File: config.mk
export PLATFORM = sky130hd
export DESIGN_NAME = row_statistics_unit_flat
export DESIGN_NICKNAME = d
export VERILOG_FILES = /design/src/hw/rtl/rsu_pkg.sv /design/src/hw/rtl/rsu_in_if.sv /design/src/hw/rtl/rsu_out_if.sv /design/src/hw/rtl/row_statistics_unit.sv /design/src/flat_wrapper.sv
export SDC_FILE = /design/constraint.sdc
export NUM_CORES = 2
export LEC_CHECK = 0
export BUFFER_PORTS_ARGS = -buffer_cell sky130_fd_sc_hd__buf_4
export CAP_MARGIN = 20
export CORE_ASPECT_RATIO = 1.2
export CORE_MARGIN = 1
export CORE_UTILIZATION = 65
export DETAILED_ROUTE_END_ITERATION = 6
export PLACE_DENSITY = 0.88
export SLEW_MARGIN = 0
export SYNTH_ARGS = -nofsm -noshare
export SYNTH_HDL_FRONTEND = slang
export SYNTH_SLANG_ARGS = --single-unit
export TNS_END_PERCENT = 5
File: constraint.sdc
create_clock -name clk -period 11.1 [get_ports clk]
set_input_delay 2.22 -clock clk [delete_from_list [all_inputs] [get_ports clk]]
set_output_delay 2.22 -clock clk [all_outputs]
set_load 0.01 [all_outputs]
File: src/hw/rtl/rsu_pkg.sv
package rsu_pkg;

  // Field widths
  localparam int SAMPLE_W = 24;
  localparam int OUT_W    = 40;
  localparam int SEL_W    = 3;

  typedef logic signed [SAMPLE_W-1:0] sample_t;
  typedef logic signed [OUT_W-1:0]    stat_t;
  typedef logic        [SEL_W-1:0]    sel_t;

  // Statistic selector codes
  localparam sel_t STAT_COUNT  = 3'd0;
  localparam sel_t STAT_SUM    = 3'd1;
  localparam sel_t STAT_MEAN   = 3'd2;
  localparam sel_t STAT_STD    = 3'd3;
  localparam sel_t STAT_MAX    = 3'd4;
  localparam sel_t STAT_ARGMAX = 3'd5;

  localparam sel_t STAT_RESET  = STAT_MEAN;

endpackage

File: src/hw/rtl/rsu_in_if.sv
interface rsu_in_if;

  logic              valid;
  logic              ready;
  logic              token_present;
  logic              is_numeric;
  logic              is_finite;
  rsu_pkg::sample_t  sample;
  logic              last_in_row;

  modport source (
    output valid, token_present, is_numeric, is_finite, sample, last_in_row,
    input  ready
  );

  modport sink (
    input  valid, token_present, is_numeric, is_finite, sample, last_in_row,
    output ready
  );

endinterface

File: src/hw/rtl/rsu_out_if.sv
interface rsu_out_if;

  logic            valid;
  logic            ready;
  rsu_pkg::stat_t  stat_value;
  logic            is_nan;

  modport source (
    output valid, stat_value, is_nan,
    input  ready
  );

  modport sink (
    input  valid, stat_value, is_nan,
    output ready
  );

endinterface

File: src/hw/rtl/row_statistics_unit.sv
// Row statistics unit.
// in_chan carries one token of a row per word (value, numeric and finite
// flags, row end mark); out_chan carries one word per row end: the statistic
// picked by the stat_select register (cfg_we / cfg_wdata) and a NaN flag.
// Each input word passes through the IDLE and ACC states: IDLE registers the
// sample and its square, ACC updates counts, sums and maximum. ready is high
// only while idle. At a row end a sequencer picks the statistic; mean runs a
// restoring divider, standard deviation one shift-add multiplier, the shared
// divider twice and a bit-serial square root. The multiplier takes W-bit
// operands and the divider 2W-bit dividends, with W = 24 + clog2(N+1)
// (N = MAX_TOKENS, W = 35 at the default).
// The result sits in an output register, so tokens of the next row are taken
// while it waits; a further row end waits until that word has been taken.
// Reset (synchronous, rst_n low) clears all row state and the output valid,
// and sets stat_select to mean.
module row_statistics_unit #(
  parameter int MAX_TOKENS = 1024
) (
  input  logic            clk,
  input  logic            rst_n,
  input  logic            cfg_we,
  input  rsu_pkg::sel_t   cfg_wdata,
  rsu_in_if.sink          in_chan,
  rsu_out_if.source       out_chan
);

  localparam int SW      = rsu_pkg::SAMPLE_W;
  localparam int OW      = rsu_pkg::OUT_W;
  localparam int CNT_W   = $clog2(MAX_TOKENS + 1);
  localparam int IDX_W   = $clog2(MAX_TOKENS);
  localparam int SUM_W   = SW + CNT_W;
  localparam int PROD_W  = 2 * SW;
  localparam int SQ_W    = 2 * SW - 2 + CNT_W;
  localparam int DW      = 2 * SUM_W;
  localparam int CW      = $clog2(DW + 1);
  localparam int SQ_HALF = (SQ_W + 1) / 2;
  localparam int SQ_TOP  = 2 * (SQ_HALF - 1);

  // Sequencer states
  localparam logic [2:0] S_IDLE = 3'd0;
  localparam logic [2:0] S_ACC  = 3'd1;
  localparam logic [2:0] S_EVAL = 3'd2;
  localparam logic [2:0] S_MUL  = 3'd3;
  localparam logic [2:0] S_DIV  = 3'd4;
  localparam logic [2:0] S_POST = 3'd5;
  localparam logic [2:0] S_SQRT = 3'd6;
  localparam logic [2:0] S_OUT  = 3'd7;

  // What the divider result is for
  localparam logic [1:0] JOB_MEAN = 2'd0;
  localparam logic [1:0] JOB_Q    = 2'd1;
  localparam logic [1:0] JOB_V    = 2'd2;

  logic [2:0]               state_r, state_nxt;
  logic [1:0]               job_r, job_nxt;
  logic [CW-1:0]            cnt_r, cnt_nxt;
  rsu_pkg::sel_t            sel_r, sel_nxt;

  // Registered input word
  logic                     tok_r, tok_nxt;
  logic                     numeric_r, numeric_nxt;
  logic                     fin_r, fin_nxt;
  logic                     last_r, last_nxt;
  logic signed [SW-1:0]     samp_r, samp_nxt;
  logic [PROD_W-1:0]        sqp_r, sqp_nxt;
  logic signed [PROD_W-1:0] in_prod;

  // Row accumulators
  logic [IDX_W-1:0]         tidx_r, tidx_nxt;
  logic [CNT_W-1:0]         ncnt_r, ncnt_nxt;
  logic [CNT_W-1:0]         fcnt_r, fcnt_nxt;
  logic signed [SUM_W-1:0]  sum_r, sum_nxt;
  logic [SQ_W-1:0]          sumsq_r, sumsq_nxt;
  logic signed [SW-1:0]     peak_r, peak_nxt;
  logic [IDX_W-1:0]         pidx_r, pidx_nxt;
  logic                     pseen_r, pseen_nxt;

  // Shared arithmetic
  logic [DW-1:0]            div_num_r, div_num_nxt;
  logic [CNT_W-1:0]         div_rem_r, div_rem_nxt;
  logic [CNT_W-1:0]         div_den_r, div_den_nxt;
  logic [DW-1:0]            mul_a_r, mul_a_nxt;
  logic [SUM_W-1:0]         mul_b_r, mul_b_nxt;
  logic [SQ_W-1:0]          sq_v_r, sq_v_nxt;
  logic [SQ_W-1:0]          sq_res_r, sq_res_nxt;
  logic [SQ_W-1:0]          sq_bit_r, sq_bit_nxt;

  // Result and output register
  logic signed [OW-1:0]     res_val_r, res_val_nxt;
  logic                     res_nan_r, res_nan_nxt;
  logic                     out_valid_r, out_valid_nxt;
  logic signed [OW-1:0]     out_val_r, out_val_nxt;
  logic                     out_nan_r, out_nan_nxt;

  // Datapath helpers
  logic [SUM_W-1:0]         mag;
  logic [CNT_W:0]           rem_sh;
  logic [CNT_W:0]           den_ext;
  logic                     q_bit;
  logic [CNT_W:0]           rem_new;
  logic signed [SUM_W:0]    mean_s;
  logic [DW-1:0]            ss_ext;
  logic [DW-1:0]            v_full;
  logic [SQ_W:0]            sq_t;
  logic                     sq_ge;
  logic [SQ_W:0]            sq_diff;
  logic [SQ_W-1:0]          sq_res_step;
  logic                     in_acc;

  assign in_chan.ready       = (state_r == S_IDLE);
  assign in_acc              = in_chan.valid && (state_r == S_IDLE);
  assign out_chan.valid      = out_valid_r;
  assign out_chan.stat_value = out_val_r;
  assign out_chan.is_nan     = out_nan_r;

  assign in_prod = PROD_W'(in_chan.sample) * PROD_W'(in_chan.sample);

  // Magnitude of the running sum
  assign mag = sum_r[SUM_W-1] ? SUM_W'(-sum_r) : SUM_W'(sum_r);

  // One restoring division step
  assign rem_sh  = {div_rem_r, div_num_r[DW-1]};
  assign den_ext = {1'b0, div_den_r};
  assign q_bit   = (rem_sh >= den_ext);
  assign rem_new = q_bit ? (rem_sh - den_ext) : rem_sh;

  // Signed mean from the magnitude quotient
  assign mean_s = sum_r[SUM_W-1] ? -$signed({1'b0, div_num_r[SUM_W-1:0]})
                                 :  $signed({1'b0, div_num_r[SUM_W-1:0]});

  // Variance numerator, clamped at zero
  assign ss_ext = DW'(sumsq_r);
  assign v_full = (ss_ext > div_num_r) ? (ss_ext - div_num_r) : '0;

  // One square root step
  assign sq_t        = {1'b0, sq_res_r} + {1'b0, sq_bit_r};
  assign sq_ge       = ({1'b0, sq_v_r} >= sq_t);
  assign sq_diff     = {1'b0, sq_v_r} - sq_t;
  assign sq_res_step = sq_ge ? ((sq_res_r >> 1) + sq_bit_r) : (sq_res_r >> 1);

  // Sequencer and datapath next state
  always_comb begin
    state_nxt     = state_r;
    job_nxt       = job_r;
    cnt_nxt       = cnt_r;
    sel_nxt       = sel_r;
    tok_nxt       = tok_r;
    numeric_nxt   = numeric_r;
    fin_nxt       = fin_r;
    last_nxt      = last_r;
    samp_nxt      = samp_r;
    sqp_nxt       = sqp_r;
    tidx_nxt      = tidx_r;
    ncnt_nxt      = ncnt_r;
    fcnt_nxt      = fcnt_r;
    sum_nxt       = sum_r;
    sumsq_nxt     = sumsq_r;
    peak_nxt      = peak_r;
    pidx_nxt      = pidx_r;
    pseen_nxt     = pseen_r;
    div_num_nxt   = div_num_r;
    div_rem_nxt   = div_rem_r;
    div_den_nxt   = div_den_r;
    mul_a_nxt     = mul_a_r;
    mul_b_nxt     = mul_b_r;
    sq_v_nxt      = sq_v_r;
    sq_res_nxt    = sq_res_r;
    sq_bit_nxt    = sq_bit_r;
    res_val_nxt   = res_val_r;
    res_nan_nxt   = res_nan_r;
    out_valid_nxt = out_valid_r;
    out_val_nxt   = out_val_r;
    out_nan_nxt   = out_nan_r;

    if (cfg_we) begin
      sel_nxt = cfg_wdata;
    end

    // Output word taken
    if (out_valid_r && out_chan.ready) begin
      out_valid_nxt = 1'b0;
    end

    unique case (state_r)
      S_IDLE: begin
        if (in_acc) begin
          tok_nxt     = in_chan.token_present;
          numeric_nxt = in_chan.is_numeric;
          fin_nxt     = in_chan.is_finite;
          last_nxt    = in_chan.last_in_row;
          samp_nxt    = in_chan.sample;
          sqp_nxt     = $unsigned(in_prod);
          state_nxt   = S_ACC;
        end
      end

      // Fold the registered word into the row
      S_ACC: begin
        if (tok_r) begin
          if (numeric_r) begin
            if (ncnt_r < CNT_W'(MAX_TOKENS)) begin
              ncnt_nxt = ncnt_r + 1'b1;
            end
            if (fin_r && (fcnt_r < CNT_W'(MAX_TOKENS))) begin
              fcnt_nxt  = fcnt_r + 1'b1;
              sum_nxt   = sum_r + SUM_W'(samp_r);
              sumsq_nxt = sumsq_r + SQ_W'(sqp_r);
              if (!pseen_r || (samp_r > peak_r)) begin
                peak_nxt  = samp_r;
                pidx_nxt  = tidx_r;
                pseen_nxt = 1'b1;
              end
            end
          end
          if (tidx_r < IDX_W'(MAX_TOKENS - 1)) begin
            tidx_nxt = tidx_r + 1'b1;
          end
        end
        state_nxt = last_r ? S_EVAL : S_IDLE;
      end

      // Row end: pick the statistic
      S_EVAL: begin
        res_val_nxt = '0;
        res_nan_nxt = 1'b0;
        state_nxt   = S_OUT;
        priority if (sel_r == rsu_pkg::STAT_COUNT) begin
          res_val_nxt = OW'(ncnt_r);
        end else if (sel_r > rsu_pkg::STAT_ARGMAX) begin
          res_val_nxt = '0;
        end else if (fcnt_r == '0) begin
          res_nan_nxt = 1'b1;
        end else if (sel_r == rsu_pkg::STAT_SUM) begin
          res_val_nxt = OW'(sum_r);
        end else if (sel_r == rsu_pkg::STAT_MEAN) begin
          div_num_nxt = DW'(mag);
          div_rem_nxt = '0;
          div_den_nxt = fcnt_r;
          cnt_nxt     = CW'(DW);
          job_nxt     = JOB_MEAN;
          state_nxt   = S_DIV;
        end else if (sel_r == rsu_pkg::STAT_STD) begin
          if (fcnt_r >= CNT_W'(2)) begin
            div_num_nxt = '0;
            mul_a_nxt   = DW'(mag);
            mul_b_nxt   = mag;
            cnt_nxt     = CW'(SUM_W);
            state_nxt   = S_MUL;
          end
        end else if (sel_r == rsu_pkg::STAT_MAX) begin
          res_val_nxt = OW'(peak_r);
        end else begin
          res_val_nxt = OW'(pidx_r);
        end
      end

      // Shift-add square of the sum magnitude
      S_MUL: begin
        if (mul_b_r[0]) begin
          div_num_nxt = div_num_r + mul_a_r;
        end
        mul_a_nxt = mul_a_r << 1;
        mul_b_nxt = mul_b_r >> 1;
        cnt_nxt   = cnt_r - 1'b1;
        if (cnt_r == CW'(1)) begin
          div_rem_nxt = '0;
          div_den_nxt = fcnt_r;
          cnt_nxt     = CW'(DW);
          job_nxt     = JOB_Q;
          state_nxt   = S_DIV;
        end
      end

      // Restoring divider, one quotient bit a cycle
      S_DIV: begin
        div_rem_nxt = rem_new[CNT_W-1:0];
        div_num_nxt = {div_num_r[DW-2:0], q_bit};
        cnt_nxt     = cnt_r - 1'b1;
        if (cnt_r == CW'(1)) begin
          state_nxt = S_POST;
        end
      end

      S_POST: begin
        unique case (job_r)
          JOB_MEAN: begin
            res_val_nxt = OW'(mean_s);
            state_nxt   = S_OUT;
          end
          JOB_Q: begin
            div_num_nxt = DW'(v_full[SQ_W-1:0]);
            div_rem_nxt = '0;
            div_den_nxt = fcnt_r - 1'b1;
            cnt_nxt     = CW'(DW);
            job_nxt     = JOB_V;
            state_nxt   = S_DIV;
          end
          default: begin
            sq_v_nxt   = div_num_r[SQ_W-1:0];
            sq_res_nxt = '0;
            sq_bit_nxt = SQ_W'(1) << SQ_TOP;
            cnt_nxt    = CW'(SQ_HALF);
            state_nxt  = S_SQRT;
          end
        endcase
      end

      // Floor square root, two radicand bits a cycle
      S_SQRT: begin
        if (sq_ge) begin
          sq_v_nxt = sq_diff[SQ_W-1:0];
        end
        sq_res_nxt = sq_res_step;
        sq_bit_nxt = sq_bit_r >> 2;
        cnt_nxt    = cnt_r - 1'b1;
        if (cnt_r == CW'(1)) begin
          res_val_nxt = OW'(sq_res_step);
          state_nxt   = S_OUT;
        end
      end

      // Hand the result to the output register and clear the row
      S_OUT: begin
        if (!out_valid_r || out_chan.ready) begin
          out_valid_nxt = 1'b1;
          out_val_nxt   = res_val_r;
          out_nan_nxt   = res_nan_r;
          tidx_nxt      = '0;
          ncnt_nxt      = '0;
          fcnt_nxt      = '0;
          sum_nxt       = '0;
          sumsq_nxt     = '0;
          peak_nxt      = '0;
          pidx_nxt      = '0;
          pseen_nxt     = 1'b0;
          state_nxt     = S_IDLE;
        end
      end

      default: begin
        state_nxt = S_IDLE;
      end
    endcase
  end

  // Control and row state
  always_ff @(posedge clk) begin
    if (!rst_n) begin
      state_r     <= S_IDLE;
      job_r       <= JOB_MEAN;
      cnt_r       <= '0;
      sel_r       <= rsu_pkg::STAT_RESET;
      tidx_r      <= '0;
      ncnt_r      <= '0;
      fcnt_r      <= '0;
      sum_r       <= '0;
      sumsq_r     <= '0;
      peak_r      <= '0;
      pidx_r      <= '0;
      pseen_r     <= 1'b0;
      out_valid_r <= 1'b0;
    end else begin
      state_r     <= state_nxt;
      job_r       <= job_nxt;
      cnt_r       <= cnt_nxt;
      sel_r       <= sel_nxt;
      tidx_r      <= tidx_nxt;
      ncnt_r      <= ncnt_nxt;
      fcnt_r      <= fcnt_nxt;
      sum_r       <= sum_nxt;
      sumsq_r     <= sumsq_nxt;
      peak_r      <= peak_nxt;
      pidx_r      <= pidx_nxt;
      pseen_r     <= pseen_nxt;
      out_valid_r <= out_valid_nxt;
    end
  end

  // Payload registers
  always_ff @(posedge clk) begin
    tok_r     <= tok_nxt;
    numeric_r <= numeric_nxt;
    fin_r     <= fin_nxt;
    last_r    <= last_nxt;
    samp_r    <= samp_nxt;
    sqp_r     <= sqp_nxt;
    div_num_r <= div_num_nxt;
    div_rem_r <= div_rem_nxt;
    div_den_r <= div_den_nxt;
    mul_a_r   <= mul_a_nxt;
    mul_b_r   <= mul_b_nxt;
    sq_v_r    <= sq_v_nxt;
    sq_res_r  <= sq_res_nxt;
    sq_bit_r  <= sq_bit_nxt;
    res_val_r <= res_val_nxt;
    res_nan_r <= res_nan_nxt;
    out_val_r <= out_val_nxt;
    out_nan_r <= out_nan_nxt;
  end

endmodule
File: src/flat_wrapper.sv
// flat-port wrapper written by rule: the top's interface ports become plain ports
module row_statistics_unit_flat 
#(
  parameter int MAX_TOKENS = 1024
)
  (clk, rst_n, cfg_we, cfg_wdata, in_chan_valid, in_chan_token_present, in_chan_is_numeric, in_chan_is_finite, in_chan_sample, in_chan_last_in_row, in_chan_ready, out_chan_valid, out_chan_stat_value, out_chan_is_nan, out_chan_ready);
  rsu_in_if in_chan_i ();
  rsu_out_if out_chan_i ();
  input  logic clk;
  input  logic rst_n;
  input  logic cfg_we;
  input  rsu_pkg::sel_t cfg_wdata;
  input wire logic [$bits(in_chan_i.valid)-1:0] in_chan_valid;
  input wire logic [$bits(in_chan_i.token_present)-1:0] in_chan_token_present;
  input wire logic [$bits(in_chan_i.is_numeric)-1:0] in_chan_is_numeric;
  input wire logic [$bits(in_chan_i.is_finite)-1:0] in_chan_is_finite;
  input wire logic [$bits(in_chan_i.sample)-1:0] in_chan_sample;
  input wire logic [$bits(in_chan_i.last_in_row)-1:0] in_chan_last_in_row;
  output wire logic [$bits(in_chan_i.ready)-1:0] in_chan_ready;
  output wire logic [$bits(out_chan_i.valid)-1:0] out_chan_valid;
  output wire logic [$bits(out_chan_i.stat_value)-1:0] out_chan_stat_value;
  output wire logic [$bits(out_chan_i.is_nan)-1:0] out_chan_is_nan;
  input wire logic [$bits(out_chan_i.ready)-1:0] out_chan_ready;
  assign in_chan_i.valid = in_chan_valid;
  assign in_chan_i.token_present = in_chan_token_present;
  assign in_chan_i.is_numeric = in_chan_is_numeric;
  assign in_chan_i.is_finite = in_chan_is_finite;
  assign in_chan_i.sample = in_chan_sample;
  assign in_chan_i.last_in_row = in_chan_last_in_row;
  assign in_chan_ready = in_chan_i.ready;
  assign out_chan_valid = out_chan_i.valid;
  assign out_chan_stat_value = out_chan_i.stat_value;
  assign out_chan_is_nan = out_chan_i.is_nan;
  assign out_chan_i.ready = out_chan_ready;
  row_statistics_unit #(.MAX_TOKENS(MAX_TOKENS)) u_core (.clk(clk), .rst_n(rst_n), .cfg_we(cfg_we), .cfg_wdata(cfg_wdata), .in_chan(in_chan_i), .out_chan(out_chan_i));
endmodule
---- After elaboration in Yosys (flattened, before gate mapping) ----
Index checks and enable logic that the tools add are counted.
cells by class
  add/subtract/negate cells ............... 15
  multipliers ............................. 1
  div/mod/pow operators ................... 0
  order comparisons ....................... 9
  equality and inequality tests ........... 40
  shift operators ......................... 0
  mux-type cells .......................... 141
  bitwise operators ....................... 0
  reductions and logical operators ........ 36
operator list
  kind              count
  $mux 70           16
  $mux 57           10
  $pmux 57 s2       4
  $mux 35           12
  $mux 40           9
  $pmux 70 s4       1
  $mux 11           22
  $pmux 35 s2       2
  $pmux 70 s2       1
  $mux 24           5
  $pmux 40 s3       1
  $sub 57x57->57    2
  $add 70x70->70    1
  $gt 57x70->1      1
  $mux 10           7
  $add 57x57->58    1
  $ge 57x58->1      1
  $add 56x57->57    1
  $add 57x48->57    1
  $mux 7            8
  $mul 24x24->48    1
  $pmux 24 s2       1
  $pmux 11 s2       2
  $pmux 11 s4       1
  other kinds (51)  131
storage, ports and cells
  flip-flop bits (word level) ............. 701
  bits in latches ......................... 0
  RAM bits ................................ 0
  ROM bits ................................ 0
  input port bits ......................... 36
  output and inout port bits .............. 43
  logic and storage cells ................. 273
  memories ................................ 0

---- Longest topological paths before layout ----
  depth in word-level cells ............... 10
  gate-level depth with buffers ........... 30
  mapped depth without buffers ............ 28

---- Worst setup path before layout ----
OpenSTA, ideal clock, no wires.
  kind .................................... register to register
  start point ............................. register u_core.sq_res_r[6]
  end point ............................... register u_core.sq_v_r[0] (enable)
  data arrival time ....................... 9211 ps
  required time ........................... 10549 ps
  slack ................................... 1338 ps
  cell stages (with the launch flop) ...... 24
  path buffers ............................ 1
  period minus slack after synthesis ...... 9762 ps
  cell sequence ........................... edfxtp_1 ha_1 or2_2 o211ai_1 o21ai_1 a21oi_1 a21boi_0 a21oi_1 o21ai_0 a31oi_1 nor2_1 o32ai_1 xor2_1 ha_1 nand2_1 nor2_1 nand3_1 or3_1 o41ai_1 a211oi_1 a211oi_1 nand2_1 clkbuf_1 o21ai_0
between the ends
  cells in the longest elaborated chain, start to end .. 4
RTL lines
  what                        RTL line                    text
  start: declaration          row_statistics_unit.sv:85   logic [SQ_W-1:0] sq_res_r, sq_res_nxt;
  start signal: assignment    row_statistics_unit.sv:393  sq_res_r <= sq_res_nxt;
  $add 57x57->58              row_statistics_unit.sv:136  assign sq_t = {1'b0, sq_res_r} + {1'b0, sq_bit_r};
  $ge 57x58->1                row_statistics_unit.sv:137  assign sq_ge = ({1'b0, sq_v_r} >= sq_t);
  $ne 2x1->1 (no line)        n/a
  $reduce_and 3->1 (no line)  n/a
  end signal: assignment      row_statistics_unit.sv:392  sq_v_r <= sq_v_nxt;
  end: declaration            row_statistics_unit.sv:84   logic [SQ_W-1:0] sq_v_r, sq_v_nxt;
Every way passes these cells.
A chain may end at the register's enable or synchronous reset.

---- Final worst setup path ----
  start point ............................. input in_chan_sample[23]
  end point ............................... register u_core.sqp_r[47], data pin
between the ends
  cells in the longest elaborated chain, start to end .. 1
RTL lines
  what                          RTL line                    text
  start: declaration            flat_wrapper.sv:17          input wire logic [$bits(in_chan_i.sample)-1:0] in_chan_sample;
  $mul 24x24->48                row_statistics_unit.sv:116  assign in_prod = PROD_W'(in_chan.sample) * PROD_W'(in_chan.sample);
  named net u_core.in_prod[47]  row_statistics_unit.sv:66   logic signed [PROD_W-1:0] in_prod;
  end signal: assignment        row_statistics_unit.sv:386  sqp_r <= sqp_nxt;
  end: declaration              row_statistics_unit.sv:65   logic [PROD_W-1:0] sqp_r, sqp_nxt;
The timed path passes the listed nets, and every way through them passes these cells.

==> impl_metrics.toml <==
[synth]
synthMuxAreaShare = 0.004542
synthCells = 7316
synthFlopType = "edfxtp_1"
synth_top_family_by_area = "adder cells"
synth_top_area_cell = "edfxtp_1"
yosysSeqAreaShare = 0.2760
synth_compound_area_frac = 0.1757
synth_area_um2 = 66660
yosys_register_bits = 671
synth_top_area_frac = 0.2234
avgSynthCellArea_um2 = 9.112
synthXorXnorAreaFrac = 0.06596
synth_area_leaders = "edfxtp_1 22%, fa_1 17%, ha_1 9.6%"
synthArstFlopShare = 0
synth_nets = 8432
synth_edf_count = 496
synthSimpleGateAreaFrac = 0.1431
synthAdderAreaFrac = 0.2667
yosys_warnings = 0
ys_types = 91

[worst_setup_path]
worstPathRequired_ns = 11.56
cp.arrival_ns = 9.93
critical_path.cell_chain = "buf_4 > nand2_1 > inv_1 > fa_1 > fa_1 > inv_1 > fa_1 > inv_1 > fa_1 > fa_1 > fa_1 > inv_1 > fa_1 > inv_1 > ha_1 > nand2_1 > nand2b_1 > o21bai_1 > a22oi_1 > nand3_1 > or4_1 > a31oi_1 > xnor2_1"
cpMostUsedCell = "fa_1"
reg2reg_from = "u_core.sq_res_r[6]"
critPathSlowestCell = "fa_1"
critPathMaxFanout = 47
critical_path_class = "primary input to flop"
ff2ff_setup_slack_ns = 2.64
reg2reg_to = "u_core.res_val_r[26]"
cp_slowest_stage_delay_ns = 0.86
cp-start-kind = "primary input"
rr_worst_depth = 26
critPathCaptureType = "flop"

[finish]
multiInputGateArea_um2 = 43860
num-fill-cells = 7664
fin_nets = 8344
drive_gt1_frac = 0.04692
seqCellArea_um2 = 18400
areaGrowthSynthToFinish_pct = 6.545

[sta]
final_max_slew_viol_count = 0
setup_tns_ns = 0
grt_setup_unrepaired = "no"
fmax_ghz = 0.1055
worst_pin_slew_ns = 1.117
setup_viol = 0
post-route-period-util = 0.8537
clock_skew_ns = 0.06693
relSlewSlack = 0.2555
min_period_ns = 9.476
hold_viol = 0

[clock_network]
post_cts_buffers = 0
clockRootBuffer = "clkbuf_16"
clk_path_buf_depth = 3
cts_hold_buffers = 0
htreeDepth = 3
numCtsBuffers = 73
cts.sinks = 671
cts_resized = 0
insertion_delay_ns = 0.72
cts_tree = "yes"
clkTransAtPathRegs_ns = 0.07

[routing]
routed_via_density = 6.482
vias = 56110
drc = 10
ant_nets = 0
wl_per_cell_um = 23.46
drt_iter0_markers = 5582
routed_wl_um = 203100
dr.pass1.iters = 7

[die]
die-width_um = 294.3
die_area_um2 = 103800
start_util = 0.6565
die_y_um = 352.8
boundaryPins = 79
num_rows = 128
core-area_um2 = 101500

[min_path]
min_from = "u_core.res_val_r[21]"
hold_depth = 0
hold_path_class = "flop to flop"
whs_endpoint = "u_core.out_chan.stat_value[21]"

[placement]
dp_hpwl_um = 157800
portBuffers = 78
gp_congestion = 1.045

[global_routing]
grt_pass1_wl_um = 312300
antenna_found_initial = 6
grt_pass1_vias = 56960
grt_max_degree = 87
grt-ovfl-total = 0
grtUsageTotal = 0.3896

[flow_run]
max_cap_viol_count = 0

[run_status]
run_status = "finished with violations"
violations = "design-rule violations"
sequential cells by signal, indices dropped and copies added (netlist names), 23 cells and up:
name / count
u_core.out_chan.stat_value: 40
u_core.sum_r: 35
u_core.res_val_r: 40
u_core.sq_res_r: 57
u_core.sqp_r: 47
u_core.mul_a_r: 70
u_core.peak_r: 24
u_core.div_num_r: 70
u_core.sq_bit_r: 29
u_core.sq_v_r: 57
u_core.samp_r: 23
u_core.sumsq_r: 57
u_core.mul_b_r: 35
worst max-delay path by stage:
stage                  endpoint          startpoint  slack (ns)
2_1_floorplan  u_core.sq_v_r[0]  u_core.sq_res_r[6]        1.34
4_1_cts        u_core.sqp_r[47]  in_chan_sample[23]        1.69
6_report       u_core.sqp_r[47]  in_chan_sample[23]        1.62
5_1_grt        u_core.sqp_r[46]  in_chan_sample[23]        1.22
3_3_place_gp   u_core.sqp_r[46]  in_chan_sample[23]        1.15
3_5_place_dp   u_core.sqp_r[47]  in_chan_sample[23]        0.97
synthesized netlist by cell type (all sizes together), types with 119 or more instances:
master / count
clkbuf: 273
a21oi: 445
dfxtp: 175
nand2: 648
xor2: 209
fa: 568
inv: 906
ha: 512
nor2: 505
edfxtp: 496
and3: 119
xnor2: 293
and2: 134
o21ai: 457
a21o: 185
kinds of logic after synthesis:
family                   Yosys count
AND/OR/NAND/NOR                 2000
buffers and inverters           1206
AO/OA/AOI/OAI                   1827
adder cells (fa/ha/maj)         1080
multiplexers                      30
flip-flops                       671
XOR/XNOR                         502
final cells by class:
| type | instances | area share |
|---|---|---|
| Multi-Input combinational cell | 5439 | 0.6176 |
| Sequential cell | 671 | 0.2591 |
| Inverter | 907 | 0.04797 |
| Clock buffer | 95 | 0.02935 |
| Tap cell | 1365 | 0.02405 |
| Timing Repair Buffer | 136 | 0.01517 |
| Clock inverter | 41 | 0.006730 |
| Antenna cell | 3 | 0.0001057 |
metrics by stage:
step | hold WS (ns) | util | worst slack [ns] | cell area (µm²) | instances
5_1_grt | 0.4133 | 0.6994 | 1.222 | 71020 | 8654
3_5_place_dp | 0.4045 | 0.6736 | 0.9667 | 68390 | 8515
3_3_place_gp | 0.4016 | 0.6733 | 1.150 | 68370 | 8514
2_1_floorplan | 0.4003 | - | 1.338 | 66660 | 7316
6_report | 0.4097 | 0.6995 | 1.624 | 71020 | 8657
4_1_cts | 0.4150 | 0.6988 | 1.689 | 70960 | 8651
layout by cell type, fill, tap and decap left out, drive strengths merged, types with 21 or more instances in the layout:
cell / n
and2: 134
o21ai: 457
nor2b: 90
dfxtp: 175
or3: 48
a211o: 27
and3: 119
xor2: 209
xnor2: 293
o21a: 98
a22oi: 80
a21oi: 445
nor2: 505
nand3: 109
nand2b: 79
a21o: 185
o31ai: 43
edfxtp: 496
nor3: 76
o21bai: 70
fa: 568
inv: 921
buf: 136
clkbuf: 95
nand4: 101
a221oi: 24
nand2: 648
nor4: 21
a211oi: 50
ha: 512
mux2i: 28
a22o: 36
a31oi: 96
layer usage:
metal	routed length, µm	share of wire	track usage	up-vias
met2	97330	0.48	0.6593	3072
li1	-	-	-	25170
met1	71250	0.35	0.4429	27050
met3	17350	0.085	0.06803	821
met4	17100	0.084	0.2830	2
met5	13	0.000064	0	-
critical path: cells and delay by family:
family          cells  cell delay, ns
compound gates      3            0.55
xor+xnor            1            0.09
fa+ha+maj           8            4.79
buf+inv             6            1.22
simple gates        5            1.01
Power is left out: the tool's default activity adds up to more than one toggle a clock period on the data nets, which glitch-free logic cannot reach.
